<file path="config.mk">
export PLATFORM = sky130hd
export DESIGN_NAME = source_text_tokenizer_unit
export DESIGN_NICKNAME = d
export VERILOG_FILES = /design/src/sv/stt_pkg.sv /design/src/sv/source_text_tokenizer_unit.sv /design/src/sv/stt_step.sv
export VERILOG_INCLUDE_DIRS = /design/src /design/src/sv
export SDC_FILE = /design/constraint.sdc
export NUM_CORES = 1
export LEC_CHECK = 0
export BUFFER_PORTS_ARGS = -buffer_cell sky130_fd_sc_hd__buf_2
export CORE_ASPECT_RATIO = 0.75
export CORE_MARGIN = 2
export CORE_UTILIZATION = 50
export CTS_CLUSTER_DIAMETER = 120
export DETAILED_ROUTE_END_ITERATION = 10
export PLACE_DENSITY = 0.65
export SLEW_MARGIN = 15
export SYNTH_ARGS = -nofsm -noshare
export SYNTH_HDL_FRONTEND = slang
export SYNTH_HIERARCHICAL = 1
export SYNTH_SLANG_ARGS = --single-unit
export TNS_END_PERCENT = 30
</file>
<file path="constraint.sdc">
create_clock -name clk -period 7 [get_ports clk]
set_clock_uncertainty 0.2 [all_clocks]
set_input_delay 0.7 -clock clk [delete_from_list [all_inputs] [get_ports clk]]
set_output_delay 0.7 -clock clk [all_outputs]
set_load 0.005 [all_outputs]
</file>
<file path="src/sv/assert_macros.svh">
// assertion helpers for the tokenizer
`ifndef ASSERT_MACROS_SVH
`define ASSERT_MACROS_SVH
// implication checked on every rising clock edge outside reset
`define CHK_IMPL(label, clk, rst_n, ante, cons) \
	label: assert property (@(posedge clk) disable iff (!rst_n) (ante) |-> (cons)) \
		else $error("check failed");
// next-cycle implication outside reset
`define CHK_NEXT(label, clk, rst_n, ante, cons) \
	label: assert property (@(posedge clk) disable iff (!rst_n) (ante) |=> (cons)) \
		else $error("check failed");
`endif

</file>
<file path="src/sv/stt_pkg.sv">
package stt_pkg;
	localparam int POS_BITS = 16;
	localparam logic [POS_BITS-1:0] POS_MAX = {POS_BITS{1'b1}};

	localparam logic [4:0] M_IDLE = 5'd0;
	localparam logic [4:0] M_EQ = 5'd1;
	localparam logic [4:0] M_PIPE = 5'd2;
	localparam logic [4:0] M_AMP = 5'd3;
	localparam logic [4:0] M_BANG = 5'd4;
	localparam logic [4:0] M_LT = 5'd5;
	localparam logic [4:0] M_GT = 5'd6;
	localparam logic [4:0] M_PLUS = 5'd7;
	localparam logic [4:0] M_ZERO = 5'd8;
	localparam logic [4:0] M_INT = 5'd9;
	localparam logic [4:0] M_DOT = 5'd10;
	localparam logic [4:0] M_FRAC = 5'd11;
	localparam logic [4:0] M_EXP = 5'd12;
	localparam logic [4:0] M_EXPSIGN = 5'd13;
	localparam logic [4:0] M_EXPDIG = 5'd14;
	localparam logic [4:0] M_STR = 5'd15;
	localparam logic [4:0] M_NAME = 5'd16;

	localparam logic [5:0] K_EOF = 6'd0;
	localparam logic [5:0] K_EQGT = 6'd9;
	localparam logic [5:0] K_EQEQ = 6'd10;
	localparam logic [5:0] K_EQ = 6'd11;
	localparam logic [5:0] K_PIPEGT = 6'd12;
	localparam logic [5:0] K_PIPEPIPE = 6'd13;
	localparam logic [5:0] K_AMPAMP = 6'd14;
	localparam logic [5:0] K_BANGEQ = 6'd15;
	localparam logic [5:0] K_BANG = 6'd16;
	localparam logic [5:0] K_LTEQ = 6'd17;
	localparam logic [5:0] K_LT = 6'd18;
	localparam logic [5:0] K_GTEQ = 6'd19;
	localparam logic [5:0] K_GT = 6'd20;
	localparam logic [5:0] K_PLUSPLUS = 6'd21;
	localparam logic [5:0] K_PLUS = 6'd22;
	localparam logic [5:0] K_MINUS = 6'd23;
	localparam logic [5:0] K_STAR = 6'd24;
	localparam logic [5:0] K_SLASH = 6'd25;
	localparam logic [5:0] K_PERCENT = 6'd26;
	localparam logic [5:0] K_NUMBER = 6'd27;
	localparam logic [5:0] K_STRING = 6'd28;
	localparam logic [5:0] K_FALSE = 6'd29;
	localparam logic [5:0] K_NAME = 6'd33;

	localparam logic [1:0] E_NONE = 2'd0;
	localparam logic [1:0] E_UNEXP = 2'd1;
	localparam logic [1:0] E_UNTERM = 2'd2;

	typedef struct packed {
		logic [5:0] kind;
		logic [1:0] err;
		logic [7:0] bad;
		logic [15:0] line;
		logic [15:0] col;
		logic [15:0] off;
		logic [15:0] len;
	} tok_t;

	// scanner state held between bytes
	typedef struct packed {
		logic [4:0] mode;
		logic [POS_BITS-1:0] cur_line;
		logic [POS_BITS-1:0] cur_col;
		logic [POS_BITS-1:0] pos;
		logic [POS_BITS-1:0] st_line;
		logic [POS_BITS-1:0] st_col;
		logic [POS_BITS-1:0] st_pos;
		logic [POS_BITS-1:0] plen;
		logic [3:0] kw;
		logic [7:0] first;
		logic stopped;
	} scan_t;

	function automatic logic [POS_BITS-1:0] sat_inc(input logic [POS_BITS-1:0] a,
			input logic [1:0] b);
		logic [POS_BITS:0] s;
		s = {1'b0, a} + {{(POS_BITS-1){1'b0}}, b};
		return s[POS_BITS] ? POS_MAX : s[POS_BITS-1:0];
	endfunction

	function automatic logic [POS_BITS-1:0] sat_add(input logic [POS_BITS-1:0] a,
			input logic [POS_BITS-1:0] b);
		logic [POS_BITS:0] s;
		s = {1'b0, a} + {1'b0, b};
		return s[POS_BITS] ? POS_MAX : s[POS_BITS-1:0];
	endfunction

	function automatic logic [15:0] to16(input logic [POS_BITS-1:0] v);
		logic [31:0] w;
		w = 32'(v);
		return w[15:0];
	endfunction

	function automatic logic [7:0] kw_char(input logic [1:0] k, input logic [2:0] i);
		logic [39:0] s;
		case (k)
			2'd0: s = "false";
			2'd1: s = {"let", 16'h0};
			2'd2: s = {"nil", 16'h0};
			default: s = {"true", 8'h0};
		endcase
		case (i)
			3'd0: return s[39:32];
			3'd1: return s[31:24];
			3'd2: return s[23:16];
			3'd3: return s[15:8];
			3'd4: return s[7:0];
			default: return 8'h0;
		endcase
	endfunction

	function automatic logic [2:0] kw_len(input logic [1:0] k);
		case (k)
			2'd0: return 3'd5;
			2'd1: return 3'd3;
			2'd2: return 3'd3;
			default: return 3'd4;
		endcase
	endfunction
endpackage

</file>
<file path="src/sv/source_text_tokenizer_unit.sv">
// channel   | direction | handshake                  | payload
// byte in   | input     | char_valid / char_ready    | char_byte
// token out | output    | token_valid / token_ready  | token_kind .. last_of_run
//
// bytes are scanned in the cycle accepted; one byte per cycle sustained if token_ready
// the scan is one combinational pass of the state update into a two-entry result queue
// a byte giving two tokens queues both, drained one per cycle while token_ready
// a byte is taken whenever the queue has room for two tokens after this cycle's drain
// reset returns to line 1, column 1, offset 0, between tokens
`include "assert_macros.svh"
module source_text_tokenizer_unit (
	input logic clk,
	input logic arst_n,
	input logic char_valid,
	output logic char_ready,
	input logic [7:0] char_byte,
	output logic token_valid,
	input logic token_ready,
	output logic [5:0] token_kind,
	output logic [1:0] error_code,
	output logic [7:0] bad_char,
	output logic [15:0] token_line,
	output logic [15:0] token_column,
	output logic [15:0] token_offset,
	output logic [15:0] token_length,
	output logic last_of_run
);
	import stt_pkg::*;

	// scanner state and queue of results with their last flags
	scan_t state_q, state_nxt;
	tok_t q0_q, q1_q, r0, r1;
	logic l0_q, l1_q;
	logic [1:0] cnt_q;
	logic [1:0] n;
	logic take, pop;
	logic [1:0] left;

	stt_step u_step (
		.c(char_byte),
		.cur(state_q),
		.nxt(state_nxt),
		.n(n),
		.r0(r0),
		.r1(r1)
	);

	assign pop = token_valid && token_ready;
	// results left after this cycle's drain
	assign left = cnt_q - {1'b0, pop};
	assign char_ready = (left == 2'd0);
	assign take = char_valid && char_ready;

	always_ff @(posedge clk or negedge arst_n) begin
		if (!arst_n) begin
			state_q <= '{mode: M_IDLE, cur_line: POS_BITS'(1), cur_col: POS_BITS'(1),
				st_line: POS_BITS'(1), st_col: POS_BITS'(1), default: '0};
			cnt_q <= 2'd0;
		end else begin
			if (take) state_q <= state_nxt;
			cnt_q <= take ? n : left;
		end
	end

	// payload queue, head at q0
	always_ff @(posedge clk) begin
		if (take) begin
			q0_q <= r0;
			l0_q <= (n == 2'd1);
			q1_q <= r1;
			l1_q <= 1'b1;
		end else if (pop) begin
			q0_q <= q1_q;
			l0_q <= l1_q;
		end
	end

	assign token_valid = (cnt_q != 2'd0);
	assign token_kind = q0_q.kind;
	assign error_code = q0_q.err;
	assign bad_char = q0_q.bad;
	assign token_line = q0_q.line;
	assign token_column = q0_q.col;
	assign token_offset = q0_q.off;
	assign token_length = q0_q.len;
	assign last_of_run = l0_q;

	// a stopped scanner never leaves that state
	`CHK_NEXT(a_stop_holds, clk, arst_n, state_q.stopped, state_q.stopped)
	// no byte taken while results wait beyond the one now leaving
	`CHK_IMPL(a_no_overrun, clk, arst_n, take, left == 2'd0)
	// a lone queued result is always the last of its byte
	`CHK_IMPL(a_last_single, clk, arst_n, cnt_q == 2'd1, l0_q)
endmodule

</file>
<file path="src/sv/stt_step.sv">
module stt_step (
	input logic [7:0] c,
	input stt_pkg::scan_t cur,
	output stt_pkg::scan_t nxt,
	output logic [1:0] n,
	output stt_pkg::tok_t r0,
	output stt_pkg::tok_t r1
);
	import stt_pkg::*;

	function automatic logic dig(input logic [7:0] x);
		return x >= "0" && x <= "9";
	endfunction
	function automatic logic alp(input logic [7:0] x);
		return (x >= "a" && x <= "z") || (x >= "A" && x <= "Z");
	endfunction
	function automatic logic wrd(input logic [7:0] x);
		return dig(x) || alp(x) || x == "_";
	endfunction

	always_comb begin
		scan_t s;
		tok_t t;
		logic again;
		logic [7:0] b;
		logic [5:0] kind;
		logic [2:0] pl3;
		s = cur;
		again = 1'b0;
		n = 2'd0;
		r0 = '0;
		r1 = '0;
		t = '0;
		kind = K_NAME;
		b = 8'h0;
		pl3 = 3'd0;
		if (!cur.stopped) begin
			t.line = to16(cur.st_line);
			t.col = to16(cur.st_col);
			t.off = to16(cur.st_pos);
			b = (cur.first < 8'h20 || cur.first > 8'h7e) ? "?" : cur.first;
			case (cur.mode)
				M_EQ, M_PIPE, M_AMP, M_BANG, M_LT, M_GT, M_PLUS: begin
					logic [7:0] sec;
					logic [5:0] k2, k1;
					case (cur.mode)
						M_EQ: begin sec = "="; k2 = K_EQEQ; k1 = K_EQ; end
						M_PIPE: begin sec = "|"; k2 = K_PIPEPIPE; k1 = K_EOF; end
						M_AMP: begin sec = "&"; k2 = K_AMPAMP; k1 = K_EOF; end
						M_BANG: begin sec = "="; k2 = K_BANGEQ; k1 = K_BANG; end
						M_LT: begin sec = "="; k2 = K_LTEQ; k1 = K_LT; end
						M_GT: begin sec = "="; k2 = K_GTEQ; k1 = K_GT; end
						default: begin sec = "+"; k2 = K_PLUSPLUS; k1 = K_PLUS; end
					endcase
					if (c == ">" && cur.mode == M_EQ) begin
						s.mode = M_IDLE; t.kind = K_EQGT; t.len = 16'd2; n = 2'd1;
					end else if (c == ">" && cur.mode == M_PIPE) begin
						s.mode = M_IDLE; t.kind = K_PIPEGT; t.len = 16'd2; n = 2'd1;
					end else if (c == sec) begin
						s.mode = M_IDLE; t.kind = k2; t.len = 16'd2; n = 2'd1;
					end else if (k1 == K_EOF) begin
						s.stopped = 1'b1; t.err = E_UNEXP; t.bad = b; n = 2'd1;
					end else begin
						t.kind = k1; t.len = 16'd1; n = 2'd1; again = 1'b1;
					end
				end
				M_INT, M_ZERO, M_FRAC, M_EXPDIG: begin
					if (dig(c) && cur.mode != M_ZERO) begin
						s.plen = sat_inc(cur.plen, 2'd1);
					end else if (c == "." && (cur.mode == M_INT || cur.mode == M_ZERO)) begin
						s.mode = M_DOT;
					end else if ((c == "e" || c == "E") && cur.mode != M_EXPDIG) begin
						s.mode = M_EXP;
						s.plen = sat_inc(cur.plen, 2'd1);
					end else if (wrd(c)) begin
						s.stopped = 1'b1; t.err = E_UNEXP; t.bad = b; n = 2'd1;
					end else begin
						t.kind = K_NUMBER; t.len = to16(cur.plen); n = 2'd1; again = 1'b1;
					end
				end
				M_DOT: begin
					if (dig(c)) begin
						s.mode = M_FRAC;
						s.plen = sat_inc(cur.plen, 2'd2);
					end else begin
						t.kind = K_NUMBER; t.len = to16(cur.plen);
						r1 = '0;
						r1.err = E_UNEXP;
						r1.bad = ".";
						r1.line = to16(cur.st_line);
						r1.col = to16(sat_add(cur.st_col, cur.plen));
						r1.off = to16(sat_add(cur.st_pos, cur.plen));
						n = 2'd2;
						s.stopped = 1'b1;
					end
				end
				M_EXP, M_EXPSIGN: begin
					if ((c == "+" || c == "-") && cur.mode == M_EXP) begin
						s.mode = M_EXPSIGN;
						s.plen = sat_inc(cur.plen, 2'd1);
					end else if (dig(c)) begin
						s.mode = M_EXPDIG;
						s.plen = sat_inc(cur.plen, 2'd1);
					end else begin
						s.stopped = 1'b1; t.err = E_UNEXP; t.bad = b; n = 2'd1;
					end
				end
				M_STR: begin
					if (c == "\"") begin
						s.mode = M_IDLE; t.kind = K_STRING;
						t.off = to16(sat_inc(cur.st_pos, 2'd1));
						t.len = to16(cur.plen); n = 2'd1;
					end else if (c == 8'h0) begin
						s.stopped = 1'b1; t.err = E_UNTERM; t.bad = b; n = 2'd1;
					end else begin
						s.plen = sat_inc(cur.plen, 2'd1);
					end
				end
				M_NAME: begin
					if (wrd(c)) begin
						pl3 = (cur.plen > POS_BITS'(7)) ? 3'd7 : cur.plen[2:0];
						for (int k = 0; k < 4; k++)
							if (cur.kw[k] && ({1'b0, pl3} >= {1'b0, kw_len(2'(k))}
									|| kw_char(2'(k), pl3) != c))
								s.kw[k] = 1'b0;
						s.plen = sat_inc(cur.plen, 2'd1);
					end else begin
						for (int k = 0; k < 4; k++)
							if (cur.kw[k] && cur.plen == POS_BITS'(kw_len(2'(k))))
								kind = K_FALSE + 6'(k);
						t.kind = kind; t.len = to16(cur.plen); n = 2'd1; again = 1'b1;
					end
				end
				default: again = 1'b1;
			endcase
			if (n != 2'd2) r0 = t; else r0 = t;
			if (again && !s.stopped) begin
				tok_t u;
				logic emit_u;
				u = '0;
				emit_u = 1'b0;
				u.line = to16(cur.cur_line);
				u.col = to16(cur.cur_col);
				u.off = to16(cur.pos);
				u.len = 16'd1;
				s.mode = M_IDLE;
				case (c)
					8'h00: begin s.stopped = 1'b1; u.kind = K_EOF; emit_u = 1'b1; end
					",": begin u.kind = 6'd1; emit_u = 1'b1; end
					":": begin u.kind = 6'd2; emit_u = 1'b1; end
					";": begin u.kind = 6'd3; emit_u = 1'b1; end
					"?": begin u.kind = 6'd4; emit_u = 1'b1; end
					"(": begin u.kind = 6'd5; emit_u = 1'b1; end
					")": begin u.kind = 6'd6; emit_u = 1'b1; end
					"[": begin u.kind = 6'd7; emit_u = 1'b1; end
					"]": begin u.kind = 6'd8; emit_u = 1'b1; end
					"-": begin u.kind = K_MINUS; emit_u = 1'b1; end
					"*": begin u.kind = K_STAR; emit_u = 1'b1; end
					"/": begin u.kind = K_SLASH; emit_u = 1'b1; end
					"%": begin u.kind = K_PERCENT; emit_u = 1'b1; end
					default: begin
						if (c == " " || (c >= 8'd9 && c <= 8'd13)) begin
						end else begin
							s.st_line = cur.cur_line;
							s.st_col = cur.cur_col;
							s.st_pos = cur.pos;
							s.first = c;
							s.plen = POS_BITS'(1);
							case (c)
								"=": s.mode = M_EQ;
								"|": s.mode = M_PIPE;
								"&": s.mode = M_AMP;
								"!": s.mode = M_BANG;
								"<": s.mode = M_LT;
								">": s.mode = M_GT;
								"+": s.mode = M_PLUS;
								"0": s.mode = M_ZERO;
								"\"": begin s.mode = M_STR; s.plen = '0; end
								default: begin
									if (dig(c)) s.mode = M_INT;
									else if (alp(c) || c == "_") begin
										s.mode = M_NAME;
										s.kw = 4'hf;
										for (int k = 0; k < 4; k++)
											if (kw_char(2'(k), 3'd0) != c) s.kw[k] = 1'b0;
									end else begin
										s.stopped = 1'b1;
										u.kind = K_EOF;
										u.err = E_UNEXP;
										u.bad = (c < 8'h20 || c > 8'h7e) ? "?" : c;
										u.len = 16'd0;
										emit_u = 1'b1;
									end
								end
							endcase
						end
					end
				endcase
				if (emit_u) begin
					if (n == 2'd0) begin r0 = u; n = 2'd1; end
					else begin r1 = u; n = 2'd2; end
				end
			end
			s.pos = sat_inc(cur.pos, 2'd1);
			if (c == 8'h0a) begin
				s.cur_line = sat_inc(cur.cur_line, 2'd1);
				s.cur_col = POS_BITS'(1);
			end else begin
				s.cur_col = sat_inc(cur.cur_col, 2'd1);
			end
		end
		nxt = s;
	end
endmodule
</file>
## Word-level counts from Yosys, hierarchy flattened

Cells that the tools add are included.

| word-level totals | value |
|---|---|
| flip-flop bits (word level) | 293 |
| output and inout port bits | 83 |
| logic and storage cells | 418 |

| operators by class | value |
|---|---|
| add/subtract/negate cells | 9 |
| order comparisons | 16 |
| equal/unequal tests | 68 |
| mux-type cells | 238 |
| bitwise operators | 3 |
| reductions and logical operators | 57 |

Operators with widths:

| cell | number |
|---|---|
| 80-bit two-way mux | 10 |
| 16-bit two-way mux | 35 |
| 8-bit two-way mux | 44 |
| 8-bit by 6-bit equality test with 1-bit output, second input constant | 20 |
| 16-bit case mux with 5 select lines | 2 |
| 5-bit two-way mux | 18 |
| 16-bit by 1-bit adder with 17-bit output, second input constant | 5 |
| 6-bit case mux with 13 select lines | 1 |
| 73-bit two-way mux | 1 |
| 10-bit two-way mux | 7 |
| 6-bit two-way mux | 11 |
| 8-bit != test | 8 |
| 7-bit case mux with 3 select lines | 3 |
| 29-bit two-way mux | 2 |
| 3-bit two-way mux | 19 |
| 1-bit two-way mux | 50 |
| 5-bit case mux with 5 select lines | 2 |
| 16-bit by 3-bit equality test with 1-bit output | 3 |
| 8-bit by 7-bit equality test with 1-bit output, second input constant | 6 |
| 5-bit case mux with 9 select lines | 1 |
| 5-bit by 4-bit equality test with 1-bit output, second input constant | 8 |
| 10-bit case mux with 4 select lines | 1 |
| 9-bit two-way mux | 4 |
| 7-bit case mux with 5 select lines | 1 |
| 61 further kinds | 129 |

## Logic depth before layout (Yosys ltp)

| logic depth | value |
|---|---|
| depth in word-level cells | 25 |
| mapped depth | 13 |
| mapped depth without buffers | 11 |

## Hierarchy

Netlist, hierarchy kept.

Modules (own cells, without submodules):

| module | instances | cells each | area an instance (um^2) |
|---|---|---|---|
| source_text_tokenizer_unit | 1 | 542 | 11026.8 |
| stt_step | 1 | 1524 | 9318.9 |

## Worst setup path before layout

Ideal clock, no wire load.

| path | value |
|---|---|
| path type | input-to-reg |
| start | input port token_ready |
| end | register q0_q, in the netlist bad_char[0] (enable) |
| library setup time | 444 ps |
| arrival time | 3984 ps |
| slack | 2372 ps |
| stages on the path | 8 |
| path buffers | 3 |
| cells stage by stage | o21a_1 > ha_1 > nand3b_1 > buf_4 > inv_2 > buf_6 > buf_6 > or2_1 |

| on the way | value |
|---|---|
| word-level cells in the longest chain between the ends | 5 |

Ends and longest elaborated chain:

| what | line | text |
|---|---|---|
| start, declared | source_text_tokenizer_unit.sv:18 | `input logic token_ready,` |
| 1-bit logical AND | source_text_tokenizer_unit.sv:48 | `assign pop = token_valid && token_ready;` |
| 2-bit by 1-bit subtractor with 2-bit output | source_text_tokenizer_unit.sv:50 | `assign left = cnt_q - {1'b0, pop};` |
| 2-bit logical NOT | source_text_tokenizer_unit.sv:51 | `assign char_ready = (left == 2'd0);` |
| 1-bit logical AND | source_text_tokenizer_unit.sv:52 | `assign take = char_valid && char_ready;` |
| net take | source_text_tokenizer_unit.sv:36 | `logic take, pop;` |
| 2-bit nonzero test (no source line) | n/a |  |
| end signal, assigned | source_text_tokenizer_unit.sv:68 | `q0_q <= r0;` |
| end signal, assigned | source_text_tokenizer_unit.sv:73 | `q0_q <= q1_q;` |
| end, declared | source_text_tokenizer_unit.sv:32 | `tok_t q0_q, q1_q, r0, r1;` |

The timed path passes the listed nets, and every way through them passes these cells.
A chain may end at the register's enable or synchronous reset.

==> insert_results.sql <==
INSERT INTO impl_metrics (metric_group, metric, value, unit) VALUES
('cts', 'cts.root.buffer_cell', 'clkbuf_16', ''),
('logic_synthesis', 'ys_seq_elements', '293', ''),
('die', 'top_level_ports', '95', ''),
('grt', 'groute.usage.overall', '0.281', ''),
('routing', 'routed-via-count', '16633', ''),
('power', 'seq_power_share', '0.371', ''),
('cts', 'tritoncts', 'done', ''),
('cts', 'ctsHtreeMaxLevel', '1', ''),
('routing', 'postRouteAntennaNets', '0', ''),
('placed_design', 'detailed_place_hpwl', '38.3', 'mm'),
('power', 'power.total', '6.98', 'mW'),
('routing', 'wl', '59.5', 'mm'),
('routing', 'top_signal_layer_used', 'met4', ''),
('power', 'internal-power', '4.10', 'mW'),
('grt', 'global_route_wire_length_before_repair', '93.1', 'mm'),
('final_layout', 'num_antenna_cells', '0', ''),
('worst_setup_path', 'timing.critical_path.arrival', '5.48', 'ns'),
('routing', 'avgRoutedWirePerCell', '22.8', 'um'),
('routing', 'post_drt_via_cell_ratio', '6.37', ''),
('worst_setup_path', 'critical_path_cell_with_the_highest_stage_delay', 'dfrtp_1', ''),
('power', 'power_density', '319', 'mW/mm^2'),
('worst_setup_path', 'cells_on_worst_reg2reg_path', '9', ''),
('placed_design', 'place_ws', '1.86', 'ns'),
('flow_run', 'drv.max_cap_violation_count', '0', ''),
('die', 'fp-row-count', '63', ''),
('grt', 'grt_start_max_net_pins', '80', ''),
('routing', 'metal2_wl', '26.1', 'mm'),
('placed_design', 'numPortBuffers', '94', ''),
('grt', 'first_global_vias', '15925', ''),
('timing', 'finalSetupTns', '0', 'ns'),
('final_layout', 'syn2layout_area_growth', '7.57', '%'),
('die', 'dieHeight', '179', 'um'),
('cts', 'clkLatencyLatePin', '0.59', 'ns'),
('die', 'start_util', '0.511', ''),
('worst_setup_path', 'timing.critical_path.to_type', 'flop', ''),
('power', 'power.net_switching', '2.88', 'mW'),
('worst_setup_path', 'crit_chain', 'clkinv_1 -> nand4_1 -> a2bb2oi_1 -> nor3b_1 -> nand2_1 -> buf_4 -> o31ai_1 -> a21oi_1 -> mux2_2', ''),
('min_path', 'hp-class', 'primary input to async pin', ''),
('power', 'comb_power_share', '0.397', ''),
('placed_design', 'place.detailed.instances', '2552', ''),
('routing', 'drt_drc_violations_left', '0', ''),
('timing', 'maxClockFrequency', '187', 'MHz'),
('die', 'design.die.area', '0.0423', 'sq mm'),
('logic_synthesis', 'synth_seq_area_share', '0.400', ''),
('timing', 'grt_setup_unrepaired', 'false', ''),
('cts', 'clk_pin_slew_worst_paths', '0.06', 'ns'),
('grt', 'antenna_violations_before_repair', '1', ''),
('logic_synthesis', 'synthFlopType', 'edfxtp_1', ''),
('timing', 'slew_margin_rel', '0.254', ''),
('final_layout', 'design.final.nets', '2120', ''),
('status', 'result_of_the_run', 'finished, final reports clean', ''),
('final_layout', 'final-instance-count-excl-fill', '2610', ''),
('logic_synthesis', 'synth.cell_area', '0.0203', 'sq mm'),
('cts', 'cts_hold_buffers', '0', ''),
('timing', 'period_needed', '5.35', 'ns'),
('final_layout', 'layout-drive-gt1-share', '0.231', ''),
('final_layout', 'mostFrequentLayoutCell', 'mux2_2', ''),
('routing', 'first_pass_iters', '5', ''),
('logic_synthesis', 'post_synth_inst_count', '2066', ''),
('cts', 'postCtsSetupRepairBufs', '0', ''),
('timing', 'final.setup.worst_slack', '1.65', 'ns'),
('logic_synthesis', 'synth_async_sr_flop_share', '0.451', ''),
('power', 'leakagePower', '8.90', 'nW'),
('cts', 'max-clock-path-buffers', '3', ''),
('logic_synthesis', 'synth_warnings', '6', ''),
('final_layout', 'final_cell_mix', 'mux2_2, nand2_1, a21oi_1', ''),
('cts', 'cts_buffers', '31', ''),
('worst_setup_path', 'timing.critical_path.from_type', 'flop', ''),
('timing', 'timing_hold_violations_final', '0', ''),
('worst_setup_path', 'timing_worst_setup_path_type', 'flop to flop', ''),
('routing', 'detailedRoute.firstIterationViolations', '1656', '');
[state kept, by name, summed over array words and instances (netlist names)]
| register | cells |
|---|---|
| token_line | 16 |
| q1_q | 80 |
| token_length | 16 |
| state_q | 130 |
| last_of_run | 1 |
| error_code | 2 |
| token_column | 16 |
| bad_char | 8 |
| cnt_q | 2 |
| token_offset | 16 |
| token_kind | 6 |
[final timing paths]
check | endpoint | startpoint | slack (ns)
max | token_offset[2] | state_q[125] | 1.65
max in group asynchronous | cnt_q[1] | arst_n | 5.30
max reg2reg | token_offset[2] | state_q[125] | 1.65
min reg2reg | token_column[1] | q1_q[33] | 0.34
min | state_q[91] | arst_n | 0.0001
min in group clk | cnt_q[0] | char_valid | 0.18
[critical path, delay by kind of cell, from the launching register on]
kind / cells / cell delay [ns]
buffers and inverters: 2 / 1.04
AND/OR/NAND/NOR: 3 / 2.16
flip-flops: 1 / 0.88
multiplexers: 1 / 0.29
AO/OA/AOI/OAI: 3 / 0.50
[metrics by stage]
step / hold slack (ns) / area, sq um / utilization
2_1_floorplan: 0.204 / 20400 / -
3_3_place_gp: 0.325 / 20900 / 0.525
3_5_place_dp: 0.331 / 20900 / 0.525
4_1_cts: 0.0188 / 21900 / 0.550
5_1_grt: 0.0546 / 21900 / 0.550
6_report: 0.000125 / 21900 / 0.550
[logic make-up after synthesis]
family,after synthesis,synth area share
mux,279,0.166
flops,293,0.400
compound gates,525,0.165
xor+xnor,79,0.0340
buf+inv,207,0.0498
fa+ha+maj,44,0.0277
other cells,1,0.000184
simple gates,638,0.157
[Yosys cell counts, drive strengths merged (35+ instances only)]
cell / n / area [sq um]
o21ai: 139 / 699
dfrtp: 128 / 3200
xnor2: 41 / 359
a21oi: 165 / 841
nor3: 37 / 190
nand2: 201 / 754
edfxtp: 161 / 4830
mux2: 270 / 3290
and2: 35 / 219
buf: 87 / 561
xor2: 38 / 333
clkbuf: 91 / 343
nand3: 95 / 475
nor2: 111 / 417
ha: 41 / 513
[final cells by class]
| cell class | instances | area, sq um |
|---|---|---|
| Clock buffer | 39 | 816 |
| Clock inverter | 19 | 155 |
| Fill cell | 3515 | 17900 |
| Inverter | 29 | 116 |
| Multi-Input combinational cell | 1584 | 11300 |
| Sequential cell | 293 | 8150 |
| Tap cell | 520 | 651 |
| Timing Repair Buffer | 126 | 717 |
[metal layers]
| layer | global-route usage | vias up |
|---|---|---|
| li1 | - | 7642 |
| met1 | 0.413 | 8237 |
| met2 | 0.436 | 676 |
| met3 | 0.0376 | 78 |
| met4 | 0.0744 | 0 |
| met5 | 0 | - |
[power by group through the flow]
stage               clock network (mW)  registers, mW  logic, mW
floorplan                            0           2.48       1.90
global placement                     0           2.61       2.69
detailed placement                   0           2.62       2.70
CTS                               1.66           2.59       2.71
global route                      1.73           2.63       2.95
finish                            1.62           2.59       2.77
Power figures use the tool's default switching activity.
